`src/rtl/servo_cubic_trajectory_pi_top_assert.svh`:
```
// ---------------------------------------------------------------------------
// Servo trajectory PI controller: assertion macros
// Concurrent assertion wrappers clocked on clk and disabled in reset.
// ---------------------------------------------------------------------------
`ifndef SERVO_CUBIC_TRAJECTORY_PI_TOP_ASSERT_SVH
`define SERVO_CUBIC_TRAJECTORY_PI_TOP_ASSERT_SVH

`ifndef NO_ASSERTIONS

// property holds at every edge outside reset
`define SRVPI_ASSERT(name, prop) \
	name: assert property (@(posedge clk) disable iff (!arst_n) (prop)) \
	else $error("srvpi: assertion failed");

// consequence holds in the cycle after the trigger
`define SRVPI_ASSERT_NEXT(name, trig, cons) \
	name: assert property (@(posedge clk) disable iff (!arst_n) (trig) |=> (cons)) \
	else $error("srvpi: assertion failed");

`else

`define SRVPI_ASSERT(name, prop)
`define SRVPI_ASSERT_NEXT(name, trig, cons)

`endif

`endif

```
`src/rtl/srvpi_pkg.sv`:
```
`timescale 1ns / 1ps
// ---------------------------------------------------------------------------
// Servo trajectory PI controller: package
// Shared widths, reset values, limits and codes.
// ---------------------------------------------------------------------------
package srvpi_pkg;

	// default sizing
	localparam int MOTORS_DEF        = 6;
	localparam int POSITION_BITS_DEF = 10;

	// fixed field widths
	localparam int MOTOR_W   = 3;
	localparam int DUR_W     = 16;
	localparam int TIME_W    = 32;
	localparam int GAIN_W    = 8;
	localparam int MAG_W     = 15;
	localparam int CFG_IDX_W = 3;

	// quotient of e * 2^16 / d with e <= d: 0..65536
	localparam int QUO_W = DUR_W + 1;

	// shared multiplier operand widths (signed)
	localparam int MUL_A_W = 32;
	localparam int MUL_B_W = 18;
	localparam int MUL_P_W = MUL_A_W + MUL_B_W;

	// PI arithmetic widths
	localparam int INTEG_W = 11;
	localparam int ACC_W   = 24;
	localparam int DRIVE_W = 16;

	localparam int INTEG_LIMIT = 1000;
	localparam int DRIVE_LIMIT = 32767;

	// register reset values
	localparam int PROP_GAIN_RST  = 1;
	localparam int INTEG_GAIN_RST = 0;
	localparam int REV_MASK_RST   = 40;
	localparam int MIN_POS_RST    = 100;
	localparam int MAX_POS_RST    = 960;

	// opcodes
	localparam logic OP_MOVE   = 1'b0;
	localparam logic OP_UPDATE = 1'b1;

	// configuration register indexes
	typedef enum logic [CFG_IDX_W-1:0] {
		REG_PROP_GAIN  = 3'd0,
		REG_INTEG_GAIN = 3'd1,
		REG_REV_MASK   = 3'd2,
		REG_MIN_POS    = 3'd3,
		REG_MAX_POS    = 3'd4
	} srvpi_reg_t;

endpackage

```
`src/rtl/srvpi_mul.sv`:
```
`timescale 1ns / 1ps
// ---------------------------------------------------------------------------
// Shared multiplier
// Signed 32 x 18 multiply with a registered product.
// ---------------------------------------------------------------------------
module srvpi_mul (
	input  logic                                 clk,
	input  logic signed [srvpi_pkg::MUL_A_W-1:0] mul_a,
	input  logic signed [srvpi_pkg::MUL_B_W-1:0] mul_b,
	output logic signed [srvpi_pkg::MUL_P_W-1:0] mul_p
);
	import srvpi_pkg::*;

	logic signed [MUL_P_W-1:0] prod_q;

	// product register
	always_ff @(posedge clk) begin
		prod_q <= MUL_P_W'(mul_a) * MUL_P_W'(mul_b);
	end

	assign mul_p = prod_q;

endmodule

```
`src/rtl/srvpi_div.sv`:
```
`timescale 1ns / 1ps
// ---------------------------------------------------------------------------
// Serial divider
// Restoring division of e * 2^16 by d for e <= d, one quotient bit a cycle.
// ---------------------------------------------------------------------------
module srvpi_div (
	input  logic                          clk,
	input  logic                          arst_n,
	input  logic                          start,
	input  logic [srvpi_pkg::DUR_W-1:0]   dividend,
	input  logic [srvpi_pkg::DUR_W-1:0]   divisor,
	output logic                          done,
	output logic [srvpi_pkg::QUO_W-1:0]   quotient
);
	import srvpi_pkg::*;

	localparam int CNT_W = $clog2(QUO_W + 1);

	logic [DUR_W:0]   rem_q;
	logic [QUO_W-1:0] quo_q;
	logic [CNT_W-1:0] cnt_q;
	logic             done_q;

	logic             ge;
	logic [DUR_W:0]   rem_nx;

	// trial subtract
	assign ge     = (rem_q >= {1'b0, divisor});
	assign rem_nx = ge ? (rem_q - {1'b0, divisor}) : rem_q;

	// first step yields the 2^16 bit, then 16 steps shifting in zeros
	always_ff @(posedge clk or negedge arst_n) begin
		if (!arst_n) begin
			rem_q  <= '0;
			quo_q  <= '0;
			cnt_q  <= '0;
			done_q <= 1'b0;
		end else begin
			done_q <= 1'b0;
			if (start) begin
				rem_q <= {1'b0, dividend};
				quo_q <= '0;
				cnt_q <= CNT_W'(QUO_W);
			end else if (cnt_q != '0) begin
				rem_q <= {rem_nx[DUR_W-1:0], 1'b0};
				quo_q <= {quo_q[QUO_W-2:0], ge};
				cnt_q <= cnt_q - CNT_W'(1);
				if (cnt_q == CNT_W'(1)) begin
					done_q <= 1'b1;
				end
			end
		end
	end

	assign done     = done_q;
	assign quotient = quo_q;

endmodule

```
`src/rtl/servo_cubic_trajectory_pi_top.sv`:
```
`timescale 1ns / 1ps
// ---------------------------------------------------------------------------
// Servo cubic trajectory PI controller
// Per-motor cubic in-out set point easing with shared-gain PI control.
// ---------------------------------------------------------------------------
//  channel  | handshake              | word
//  ---------+------------------------+---------------------------------------
//  cfg      | cfg_wen                | cfg_index, cfg_data
//  in       | in_valid / in_ready    | opcode, motor, goal, duration, time,
//           |                        | position sample
//  out      | out_valid / out_ready  | drive_motor, magnitude, reverse,
//           |                        | set_point
//
//  A move command stores its goal, start, time and duration. An update
//  starts the serial divider, waits while it forms t/d (17 quotient bits
//  and a done flag), then takes ten steps through the one shared multiplier,
//  the PI adders and the output register. A zero duration skips the divider and the easing steps.
//  Reset clears the registers to defaults and all motor state to zero.
//  in_ready is high only while the sequencer is idle; a finished result
//  waits in the output register while the next word is taken, and the last
//  step stalls while an earlier word there is still unread.
// ---------------------------------------------------------------------------
`include "servo_cubic_trajectory_pi_top_assert.svh"

module servo_cubic_trajectory_pi_top #(
	parameter int MOTORS        = srvpi_pkg::MOTORS_DEF,
	parameter int POSITION_BITS = srvpi_pkg::POSITION_BITS_DEF,
	parameter int CFG_W = (POSITION_BITS > srvpi_pkg::GAIN_W) ?
		((POSITION_BITS > MOTORS) ? POSITION_BITS : MOTORS) :
		((srvpi_pkg::GAIN_W > MOTORS) ? srvpi_pkg::GAIN_W : MOTORS)
) (
	input  logic                              clk,
	input  logic                              arst_n,
	// configuration
	input  logic                              cfg_wen,
	input  logic [srvpi_pkg::CFG_IDX_W-1:0]   cfg_index,
	input  logic [CFG_W-1:0]                  cfg_data,
	// input words
	input  logic                              in_valid,
	output logic                              in_ready,
	input  logic                              opcode,
	input  logic [srvpi_pkg::MOTOR_W-1:0]     motor,
	input  logic [POSITION_BITS-1:0]          goal_position,
	input  logic [srvpi_pkg::DUR_W-1:0]       move_ticks,
	input  logic [srvpi_pkg::TIME_W-1:0]      time_now,
	input  logic [POSITION_BITS-1:0]          position_sample,
	// result words
	output logic                              out_valid,
	input  logic                              out_ready,
	output logic [srvpi_pkg::MOTOR_W-1:0]     drive_motor,
	output logic [srvpi_pkg::MAG_W-1:0]       drive_magnitude,
	output logic                              drive_reverse,
	output logic [POSITION_BITS-1:0]          set_point
);
	import srvpi_pkg::*;

	localparam int MIDX_W = (MOTORS > 1) ? $clog2(MOTORS) : 1;
	localparam int MCNT_W = MOTOR_W + 2;
	localparam int PB     = POSITION_BITS;
	localparam int NUM_W  = PB + 18;

	localparam logic [MCNT_W-1:0]        MOTOR_CNT = MCNT_W'(MOTORS);
	localparam logic signed [ACC_W-1:0]  INTEG_HI  = ACC_W'(INTEG_LIMIT);
	localparam logic signed [ACC_W-1:0]  INTEG_LO  = ACC_W'(-INTEG_LIMIT);
	localparam logic signed [ACC_W-1:0]  DRIVE_HI  = ACC_W'(DRIVE_LIMIT);
	localparam logic signed [ACC_W-1:0]  DRIVE_LO  = ACC_W'(-DRIVE_LIMIT);
	localparam logic signed [INTEG_W-1:0] INTEG_HI_S = INTEG_W'(INTEG_LIMIT);
	localparam logic signed [INTEG_W-1:0] INTEG_LO_S = INTEG_W'(-INTEG_LIMIT);
	localparam logic [QUO_W-1:0]         ONE_Q16   = QUO_W'(65536);

	typedef enum logic [3:0] {
		S_IDLE,
		S_MOVE,
		S_TRAJ,
		S_DIV,
		S_SQ,
		S_CUBE,
		S_EASE,
		S_LERP,
		S_SP,
		S_ERR,
		S_IMUL,
		S_INTEG,
		S_DRIVE,
		S_OUT
	} state_t;

	// configuration registers
	logic [GAIN_W-1:0] prop_gain_q;
	logic [GAIN_W-1:0] integ_gain_q;
	logic [MOTORS-1:0] rev_mask_q;
	logic [PB-1:0]     min_pos_q;
	logic [PB-1:0]     max_pos_q;

	// per-motor state
	logic [PB-1:0]               fin_q   [MOTORS];
	logic [PB-1:0]               start_q [MOTORS];
	logic [PB-1:0]               cur_sp_q[MOTORS];
	logic [TIME_W-1:0]           req_q   [MOTORS];
	logic [DUR_W-1:0]            dur_st_q[MOTORS];
	logic signed [INTEG_W-1:0]   isum_q  [MOTORS];

	// sequencer and latched word
	state_t                    state_q;
	logic [MOTOR_W-1:0]        motor_q;
	logic [PB-1:0]             goal_q;
	logic [DUR_W-1:0]          dur_q;
	logic [TIME_W-1:0]         now_q;
	logic [PB-1:0]             sample_q;

	// working registers
	logic                      half_q;
	logic [DUR_W-1:0]          w_q;
	logic [QUO_W-1:0]          f_q;
	logic [PB-1:0]             sp_q;
	logic signed [PB:0]        err_q;
	logic signed [INTEG_W-1:0] integ_q;
	logic signed [DRIVE_W-1:0] drive_q;

	// output register
	logic                      out_valid_q;
	logic [MOTOR_W-1:0]        out_motor_q;
	logic [MAG_W-1:0]          out_mag_q;
	logic                      out_rev_q;
	logic [PB-1:0]             out_sp_q;

	// datapath wires
	logic [MIDX_W-1:0]         midx;
	logic [TIME_W-1:0]         elapsed;
	logic [DUR_W-1:0]          e_clamp;
	logic                      div_start;
	logic                      div_done;
	logic [QUO_W-1:0]          div_quo;
	logic signed [MUL_A_W-1:0] mul_a;
	logic signed [MUL_B_W-1:0] mul_b;
	logic signed [MUL_P_W-1:0] mul_p;
	logic signed [PB:0]        diff;
	logic [DUR_W-1:0]          cube;
	logic signed [NUM_W-1:0]   num;
	logic signed [ACC_W-1:0]   integ_sum;
	logic signed [ACC_W-1:0]   drive_sum;
	logic [PB-1:0]             goal_clamp;
	logic [DRIVE_W-1:0]        mag_full;
	logic                      rev_bit;
	logic                      out_load;

	assign midx = MIDX_W'(motor_q);

	// configuration writes
	always_ff @(posedge clk or negedge arst_n) begin
		if (!arst_n) begin
			prop_gain_q  <= GAIN_W'(PROP_GAIN_RST);
			integ_gain_q <= GAIN_W'(INTEG_GAIN_RST);
			rev_mask_q   <= MOTORS'(REV_MASK_RST);
			min_pos_q    <= PB'(MIN_POS_RST);
			max_pos_q    <= PB'(MAX_POS_RST);
		end else if (cfg_wen) begin
			case (cfg_index)
				REG_PROP_GAIN:  prop_gain_q  <= cfg_data[GAIN_W-1:0];
				REG_INTEG_GAIN: integ_gain_q <= cfg_data[GAIN_W-1:0];
				REG_REV_MASK:   rev_mask_q   <= cfg_data[MOTORS-1:0];
				REG_MIN_POS:    min_pos_q    <= cfg_data[PB-1:0];
				REG_MAX_POS:    max_pos_q    <= cfg_data[PB-1:0];
				default: ;
			endcase
		end
	end

	// goal limits: the maximum is tested first, then the minimum
	always_comb begin
		if (goal_q > max_pos_q) begin
			goal_clamp = max_pos_q;
		end else if (goal_q < min_pos_q) begin
			goal_clamp = min_pos_q;
		end else begin
			goal_clamp = goal_q;
		end
	end

	// elapsed time, negative held to 0, beyond duration held to d
	assign elapsed = now_q - req_q[midx];
	always_comb begin
		if (elapsed[TIME_W-1]) begin
			e_clamp = '0;
		end else if (elapsed > TIME_W'(dur_st_q[midx])) begin
			e_clamp = dur_st_q[midx];
		end else begin
			e_clamp = elapsed[DUR_W-1:0];
		end
	end

	assign div_start = (state_q == S_TRAJ) && (dur_st_q[midx] != '0);

	srvpi_div u_div (
		.clk      (clk),
		.arst_n   (arst_n),
		.start    (div_start),
		.dividend (e_clamp),
		.divisor  (dur_st_q[midx]),
		.done     (div_done),
		.quotient (div_quo)
	);

	// move span, goal minus start
	assign diff = $signed({1'b0, fin_q[midx]}) - $signed({1'b0, start_q[midx]});

	// operand selection for the shared multiplier
	always_comb begin
		mul_a = '0;
		mul_b = '0;
		case (state_q)
			S_SQ: begin
				mul_a = $signed(MUL_A_W'(w_q));
				mul_b = $signed(MUL_B_W'(w_q));
			end
			S_CUBE: begin
				mul_a = $signed({1'b0, mul_p[MUL_A_W-2:0]});
				mul_b = $signed(MUL_B_W'(w_q));
			end
			S_LERP: begin
				mul_a = MUL_A_W'(diff);
				mul_b = $signed(MUL_B_W'(f_q));
			end
			S_IMUL: begin
				mul_a = MUL_A_W'(err_q);
				mul_b = $signed(MUL_B_W'(integ_gain_q));
			end
			S_INTEG: begin
				mul_a = MUL_A_W'(err_q);
				mul_b = $signed(MUL_B_W'(prop_gain_q));
			end
			default: ;
		endcase
	end

	srvpi_mul u_mul (
		.clk   (clk),
		.mul_a (mul_a),
		.mul_b (mul_b),
		.mul_p (mul_p)
	);

	// cube in Q16 after the 2^30 scale
	assign cube = mul_p[DUR_W+29:30];

	// start in Q16 plus span times ease fraction
	assign num = $signed({2'b00, start_q[midx], 16'h0000}) + NUM_W'(mul_p);

	// integral and drive sums
	assign integ_sum = ACC_W'(isum_q[midx]) + ACC_W'(mul_p);
	assign drive_sum = ACC_W'(mul_p) + ACC_W'(integ_q);

	// magnitude and direction
	assign mag_full = drive_q[DRIVE_W-1] ? DRIVE_W'(-drive_q) : drive_q;
	assign rev_bit  = rev_mask_q[midx] ? (drive_q > 0) : drive_q[DRIVE_W-1];

	// result goes into the output register once it is free
	assign out_load = (state_q == S_OUT) && (!out_valid_q || out_ready);

	// sequencer
	always_ff @(posedge clk or negedge arst_n) begin
		if (!arst_n) begin
			state_q     <= S_IDLE;
			motor_q     <= '0;
			goal_q      <= '0;
			dur_q       <= '0;
			now_q       <= '0;
			sample_q    <= '0;
			half_q      <= 1'b0;
			w_q         <= '0;
			f_q         <= '0;
			sp_q        <= '0;
			err_q       <= '0;
			integ_q     <= '0;
			drive_q     <= '0;
			out_valid_q <= 1'b0;
			out_motor_q <= '0;
			out_mag_q   <= '0;
			out_rev_q   <= 1'b0;
			out_sp_q    <= '0;
			for (int m = 0; m < MOTORS; m++) begin
				fin_q[m]    <= '0;
				start_q[m]  <= '0;
				cur_sp_q[m] <= '0;
				req_q[m]    <= '0;
				dur_st_q[m] <= '0;
				isum_q[m]   <= '0;
			end
		end else begin
			// output word flag
			if (out_load) begin
				out_valid_q <= 1'b1;
			end else if (out_ready) begin
				out_valid_q <= 1'b0;
			end
			case (state_q)
				S_IDLE: begin
					if (in_valid) begin
						motor_q  <= motor;
						goal_q   <= goal_position;
						dur_q    <= move_ticks;
						now_q    <= time_now;
						sample_q <= position_sample;
						// words for absent motors are dropped
						if ({2'b00, motor} < MOTOR_CNT) begin
							state_q <= (opcode == OP_MOVE) ? S_MOVE : S_TRAJ;
						end
					end
				end
				S_MOVE: begin
					fin_q[midx]    <= goal_clamp;
					start_q[midx]  <= cur_sp_q[midx];
					req_q[midx]    <= now_q;
					dur_st_q[midx] <= dur_q;
					state_q        <= S_IDLE;
				end
				S_TRAJ: begin
					// zero duration jumps to the goal
					if (dur_st_q[midx] == '0) begin
						sp_q    <= fin_q[midx];
						state_q <= S_ERR;
					end else begin
						state_q <= S_DIV;
					end
				end
				S_DIV: begin
					if (div_done) begin
						half_q  <= (div_quo[QUO_W-1:QUO_W-2] != 2'b00);
						w_q     <= (div_quo[QUO_W-1:QUO_W-2] != 2'b00) ?
							DUR_W'(ONE_Q16 - div_quo) : div_quo[DUR_W-1:0];
						state_q <= S_SQ;
					end
				end
				S_SQ: begin
					state_q <= S_CUBE;
				end
				S_CUBE: begin
					state_q <= S_EASE;
				end
				S_EASE: begin
					f_q     <= half_q ? (ONE_Q16 - QUO_W'(cube)) : QUO_W'(cube);
					state_q <= S_LERP;
				end
				S_LERP: begin
					state_q <= S_SP;
				end
				S_SP: begin
					sp_q    <= num[PB+15:16];
					state_q <= S_ERR;
				end
				S_ERR: begin
					err_q          <= $signed({1'b0, sample_q}) - $signed({1'b0, sp_q});
					cur_sp_q[midx] <= sp_q;
					state_q        <= S_IMUL;
				end
				S_IMUL: begin
					state_q <= S_INTEG;
				end
				S_INTEG: begin
					// anti-windup clamp
					if (integ_sum > INTEG_HI) begin
						integ_q      <= INTEG_HI_S;
						isum_q[midx] <= INTEG_HI_S;
					end else if (integ_sum < INTEG_LO) begin
						integ_q      <= INTEG_LO_S;
						isum_q[midx] <= INTEG_LO_S;
					end else begin
						integ_q      <= integ_sum[INTEG_W-1:0];
						isum_q[midx] <= integ_sum[INTEG_W-1:0];
					end
					state_q <= S_DRIVE;
				end
				S_DRIVE: begin
					if (drive_sum > DRIVE_HI) begin
						drive_q <= DRIVE_W'(DRIVE_HI);
					end else if (drive_sum < DRIVE_LO) begin
						drive_q <= DRIVE_W'(DRIVE_LO);
					end else begin
						drive_q <= drive_sum[DRIVE_W-1:0];
					end
					state_q <= S_OUT;
				end
				S_OUT: begin
					// hold until the output register is free
					if (out_load) begin
						out_motor_q <= motor_q;
						out_mag_q   <= mag_full[MAG_W-1:0];
						out_rev_q   <= rev_bit;
						out_sp_q    <= sp_q;
						state_q     <= S_IDLE;
					end
				end
				default: begin
					state_q <= S_IDLE;
				end
			endcase
		end
	end

	assign in_ready        = (state_q == S_IDLE);
	assign out_valid       = out_valid_q;
	assign drive_motor     = out_motor_q;
	assign drive_magnitude = out_mag_q;
	assign drive_reverse   = out_rev_q;
	assign set_point       = out_sp_q;

	// checks
	`SRVPI_ASSERT(a_integ_range, (state_q == S_DRIVE) |-> ((integ_q <= INTEG_HI_S) && (integ_q >= INTEG_LO_S)))
	`SRVPI_ASSERT(a_div_owner, div_done |-> (state_q == S_DIV))
	`SRVPI_ASSERT(a_sp_between, (state_q == S_ERR) |-> (((sp_q <= fin_q[midx]) || (sp_q <= start_q[midx])) && ((sp_q >= fin_q[midx]) || (sp_q >= start_q[midx]))))
	`SRVPI_ASSERT_NEXT(a_out_load, (!out_valid_q && (state_q != S_OUT)), !out_valid_q)
	`SRVPI_ASSERT(a_zero_fwd, (out_valid_q && (out_mag_q == '0)) |-> !out_rev_q)

endmodule
```
`config.mk`:
```
export PLATFORM = sky130hd
export DESIGN_NAME = servo_cubic_trajectory_pi_top
export DESIGN_NICKNAME = d
export VERILOG_FILES = /design/src/rtl/srvpi_pkg.sv /design/src/rtl/srvpi_mul.sv /design/src/rtl/srvpi_div.sv /design/src/rtl/servo_cubic_trajectory_pi_top.sv
export VERILOG_INCLUDE_DIRS = /design/src /design/src/rtl
export SDC_FILE = /design/constraint.sdc
export NUM_CORES = 2
export LEC_CHECK = 0
export BUFFER_PORTS_ARGS = -buffer_cell sky130_fd_sc_hd__buf_4
export CAP_MARGIN = 20
export CORE_ASPECT_RATIO = 0.7
export CORE_UTILIZATION = 30
export CTS_CLUSTER_SIZE = 16
export DETAILED_ROUTE_END_ITERATION = 7
export MAX_ROUTING_LAYER = met4
export SLEW_MARGIN = 5
export SYNTH_ARGS = -nofsm -noshare
export SYNTH_HDL_FRONTEND = slang
export SYNTH_HIERARCHICAL = 1
export SYNTH_SLANG_ARGS = --single-unit
export TNS_END_PERCENT = 30
```
`constraint.sdc`:
```
create_clock -name clk -period 12.9 [get_ports clk]
set_input_delay 3.225 -clock clk [delete_from_list [all_inputs] [get_ports clk]]
set_output_delay 3.225 -clock clk [all_outputs]
set_load 0.03 [all_outputs]
```
---- Word level (Yosys, flattened, before mapping) ----
Index checks and enable logic that the tools add are counted.
word-level totals
  output and inout port bits .............. 31
  bits of input ports ..................... 90
  bits in registers ....................... 849
  word-level logic and storage cells ...... 216
operators by class
  equality and inequality tests ........... 23
  multiplexer cells ....................... 71
  order comparisons ....................... 13
  reduce and logical (&&, ||, !) cells .... 26
  add/subtract/negate cells ............... 11
  multipliers ............................. 1
  bitwise logic cells ..................... 7
operator list
  cell                                     count
  bitwise mux 192 bit                      1
  bitwise mux 60 bit                       3
  two-way mux 16 bit                       9
  two-way mux 66 bit                       2
  case mux 32 bit (4 select lines)         1
  two-way mux 10 bit                       10
  binary-select mux 32 bit (select 3 bit)  1
  bitwise mux 96 bit                       1
  demux 32 bit (select 3 bit)              1
  two-way mux 32 bit                       3
  binary-select mux 10 bit (select 3 bit)  3
  two-way mux 17 bit                       5
  case mux 17 bit (4 select lines)         1
  bitwise mux 66 bit                       1
  two-way mux 11 bit                       5
  case mux 4 bit (13 select lines)         1
  bitwise AND 48 bit                       1
  binary-select mux 16 bit (select 3 bit)  1
  demux 16 bit (select 3 bit)              1
  inverter 48 bit                          1
  multiplier 32 x 18 -> 46 bit             1
  bitwise OR 36 bit                        1
  binary-select mux 11 bit (select 3 bit)  1
  demux 11 bit (select 3 bit)              1
  57 further kinds                         96

---- Longest topological paths before layout ----
  depth after elaboration ................. 9
  mapped depth ............................ 48
  gate-level depth less buffers ........... 40

---- Modules after synthesis ----
The synthesis kept the hierarchy.
modules (own cells, without submodules)
  module                         instances  cells each  area an instance (um^2)
  servo_cubic_trajectory_pi_top  1          3815        39880.7
  srvpi_mul                      1          2305        20925.1
  srvpi_div                      1          339         2781.4

---- Worst setup path before layout ----
OpenSTA, ideal clock, no wires.
  path kind ............................... flip-flop to flip-flop
  from .................................... reg motor_q[2] (netlist: midx[2])
  to ...................................... reg, netlist name u_mul/mul_p[49]
  stages on the path, launching flop included .. 48
  library setup time ...................... 130 ps
  buffers on the path ..................... 9
  slack ................................... 2439 ps
  arrival ................................. 10331 ps
  required time ........................... 12770 ps
  cells stage by stage .................... dfrtp_1 nand2b_1 clkbuf_1 nor2_1 clkbuf_1 clkbuf_1 clkbuf_1 buf_1 clkbuf_1 a22oi_1 nand3_1 ha_1 inv_1 fa_1 a21o_1 a21oi_1 o21bai_1 a21oi_1 (+12 left out) fa_1 inv_1 fa_1 inv_1 fa_1 fa_1 inv_1 fa_1 inv_1 ha_1 and3_4 and2_4 a221oi_2 o31ai_2 o211ai_2 nand3_2 a2111oi_2 a311oi_1
RTL lines
  item                    RTL line                              source
  from (decl)             servo_cubic_trajectory_pi_top.sv:105  logic [MOTOR_W-1:0] motor_q;
  from (signal assigned)  servo_cubic_trajectory_pi_top.sv:299  motor_q <= motor;

---- Worst setup path in the final report ----
  from .................................... reg motor_q[2] (netlist: midx[2])
  to ...................................... reg u_mul.prod_q[42] (netlist: u_mul/mul_p[42])
on the way
  word-level cells in the longest chain between the ends .. 7
RTL lines
  item                                                   RTL line                              source
  inverter 3 -> 4 bit (not written as such) *            servo_cubic_trajectory_pi_top.sv:205  assign diff = $signed({1'b0, fin_q[midx]}) - $signed({1'b0, start_q[midx]});
  binary-select mux 10 bit (select 3 bit)                servo_cubic_trajectory_pi_top.sv:205
  two-way mux 10 bit (not written as such) (2 in a row)  servo_cubic_trajectory_pi_top.sv:205
  subtractor 10 x 10 -> 11 bit *                         servo_cubic_trajectory_pi_top.sv:205
  case mux 32 bit (4 select lines) *                     servo_cubic_trajectory_pi_top.sv:211  case (state_q)
  via mul_a[16]                                          servo_cubic_trajectory_pi_top.sv:134  logic signed [MUL_A_W-1:0] mul_a;
  multiplier 32 x 18 -> 46 bit *                         srvpi_mul.sv:18                       prod_q <= MUL_P_W'(mul_a) * MUL_P_W'(mul_b);
  to (signal assigned)                                   srvpi_mul.sv:18
  to (decl)                                              srvpi_mul.sv:14                       logic signed [MUL_P_W-1:0] prod_q;
Mark *: on every way through the listed nets, which the timed path passes. The rest lies on a longest branch. The select of a mux whose other input is x is not followed.
A chain may end at the register's enable or synchronous reset.

==> out/results.ini <==
[critical_path]
cp-start-kind=register
r2r_slack_ps=1770
rr_worst_depth=41
worst_ep_required_time_ps=13460
reg2reg_to=u_mul/mul_p[42]
cpMaxStageDelayCell=dfrtp_1
endpoint=u_mul/mul_p[42]
startpoint=midx[2]
critPathTopFamily=adder cells
criticalPathCategory=register to register
cp_slowest_stage_delay_ps=720
crit_fanout=22
cp.depth=41
critical_path.most_common_cell=fa_1
r2r-start=midx[2]
arrival_ps=11680
worst_setup_path_end_kind=register
path_buf_inv=8

[timing]
final-setup-viol-count=0
fin_crit_ps=11130
skew_ps=48.6
tns_ps=0
max_freq_mhz=89.9
relSlewSlack=0.222
rsz0062_at_grt=false
hold_viol_final=0
fin_crit_sh=0.863
max_slew.worst_pin.slew_ps=1170
setup_slack_ps=1770
timing.final.max_slew_violations=0

[synthesis]
synth_area_per_cell_sq_um=9.84
yosys_warnings=6
synth.cell_area_sq_um=62600
syn-instance-count=6362

[global_route]
grt_max_degree=178
antenna_found_initial=9
grt_first_pass_wirelength_um=286000
grt_usage=0.178
grt_overflow=0
grt_pass1_vias=47700

[floorplan]
chipWidth_um=548
io_pins=121
core.rowCount=139
die_y_um=384
start_util=0.303
dieArea_sq_um=211000
fp.coreArea_sq_um=206000

[cells_and_area]
nNetsFinal=7218
drive_above_1_share=0.139
multi_input_comb_area_sq_um=37700
syn_to_final_growth_pct=10.9
final_cell_mix=nand2_1, dfrtp_1, inv_1, fa_1, mux2_2
nFillCells=20900
mostFrequentLayoutCell=nand2_1
final_util=0.337
regArea_sq_um=21000

[clocking]
clkSlewWorstSetupHoldPaths_ps=60
clkLatencyLatePin_ps=700
cts-root-buf=clkbuf_16
cts_buffers=84
cts_setup_buffers=0
h-tree-depth=3
clock_path_buffers=3
cts_resized=0
clock-sinks=849
cts_hold_repair.buffers=0
cts_tree=built

[routing]
dr.pass1.iters=7
wl_per_cell_um=19.9
drtAntennaViolNets=0
drc=0
via_per_inst=5.13
finalWirelength_um=181000
vias=46900
drt_iter0_drc=4271

[place]
place_congestion=0.907
pre_cts_ws_ps=2000
dp_hpwl_um=130000
port_buffers=120

[pwr]
p_leak_nw=32.5
ir_drop_v=0.000153
power_density_nw_per_um2=230

[run_status]
status=completed

[flow_run]
maxCapViolations=0

[min_path]
worstHoldPathType=register to register

==> stage by stage <==
| step | total power (W) | cell area, sq um | hold WS [ps] | cells |
|---|---|---|---|---|
| after floorplan | 0.0104 | 62600 | 440 | 6365 |
| after global placement | 0.0129 | 66400 | 461 | 8969 |
| after detailed placement | 0.0132 | 66400 | 467 | 8971 |
| after CTS | 0.0159 | 69400 | 480 | 9127 |
| after global routing | 0.0171 | 69400 | 501 | 9134 |
| final | 0.0159 | 69400 | 480 | 9135 |
==> worst min-delay path, stage by stage, from the launching register on <==
cell and delay [ps]:
dfrtp_1 340, nand2_1 50, o21ai_0 60
==> metal layers <==
layer	track usage	wire, um	vias up
met1	0.263	88700	24000
met4	0.0298	2540	0
met5	-	0	-
li1	-	-	21200
met3	0.0312	13400	169
met2	0.254	76700	1491
==> cell type report <==
class	count	area share
sequential	849	0.303
tap	2749	0.0495
multi-input combinational	4438	0.543
clock buffer	125	0.0356
clock inverter	31	0.00692
timing repair buffer	195	0.0222
inverter	743	0.0402
antenna	5	0.000180
==> power by group <==
part | switching, W | leakage, nW | internal, W
registers | 0.000985 | 10.8 | 0.00371
clock network | 0.00112 | 1.43 | 0.00152
logic | 0.00536 | 20.3 | 0.00324
==> registers in the layout, indices dropped and copies added (netlist names), 16 cells and up <==
register        cells
isum_q             66
f_q                17
u_div/quotient     17
req_q             192
w_q                16
u_mul/mul_p        46
now_q              32
dur_st_q           96
cur_sp_q           60
drive_q            16
u_div/rem_q        17
fin_q              60
start_q            60
dur_q              16
==> worst min-delay path by stage <==
stage	start	to	cells after the start
final	isum_q[22]	isum_q[22]	2
after global routing	start_q[24]	start_q[24]	2
after CTS	f_q[16]	f_q[16]	2
after detailed placement	f_q[16]	f_q[16]	2
after global placement	req_q[160]	req_q[160]	2
after floorplan	f_q[16]	f_q[16]	2
No activity file was read; power rests on OpenSTA's default activity.
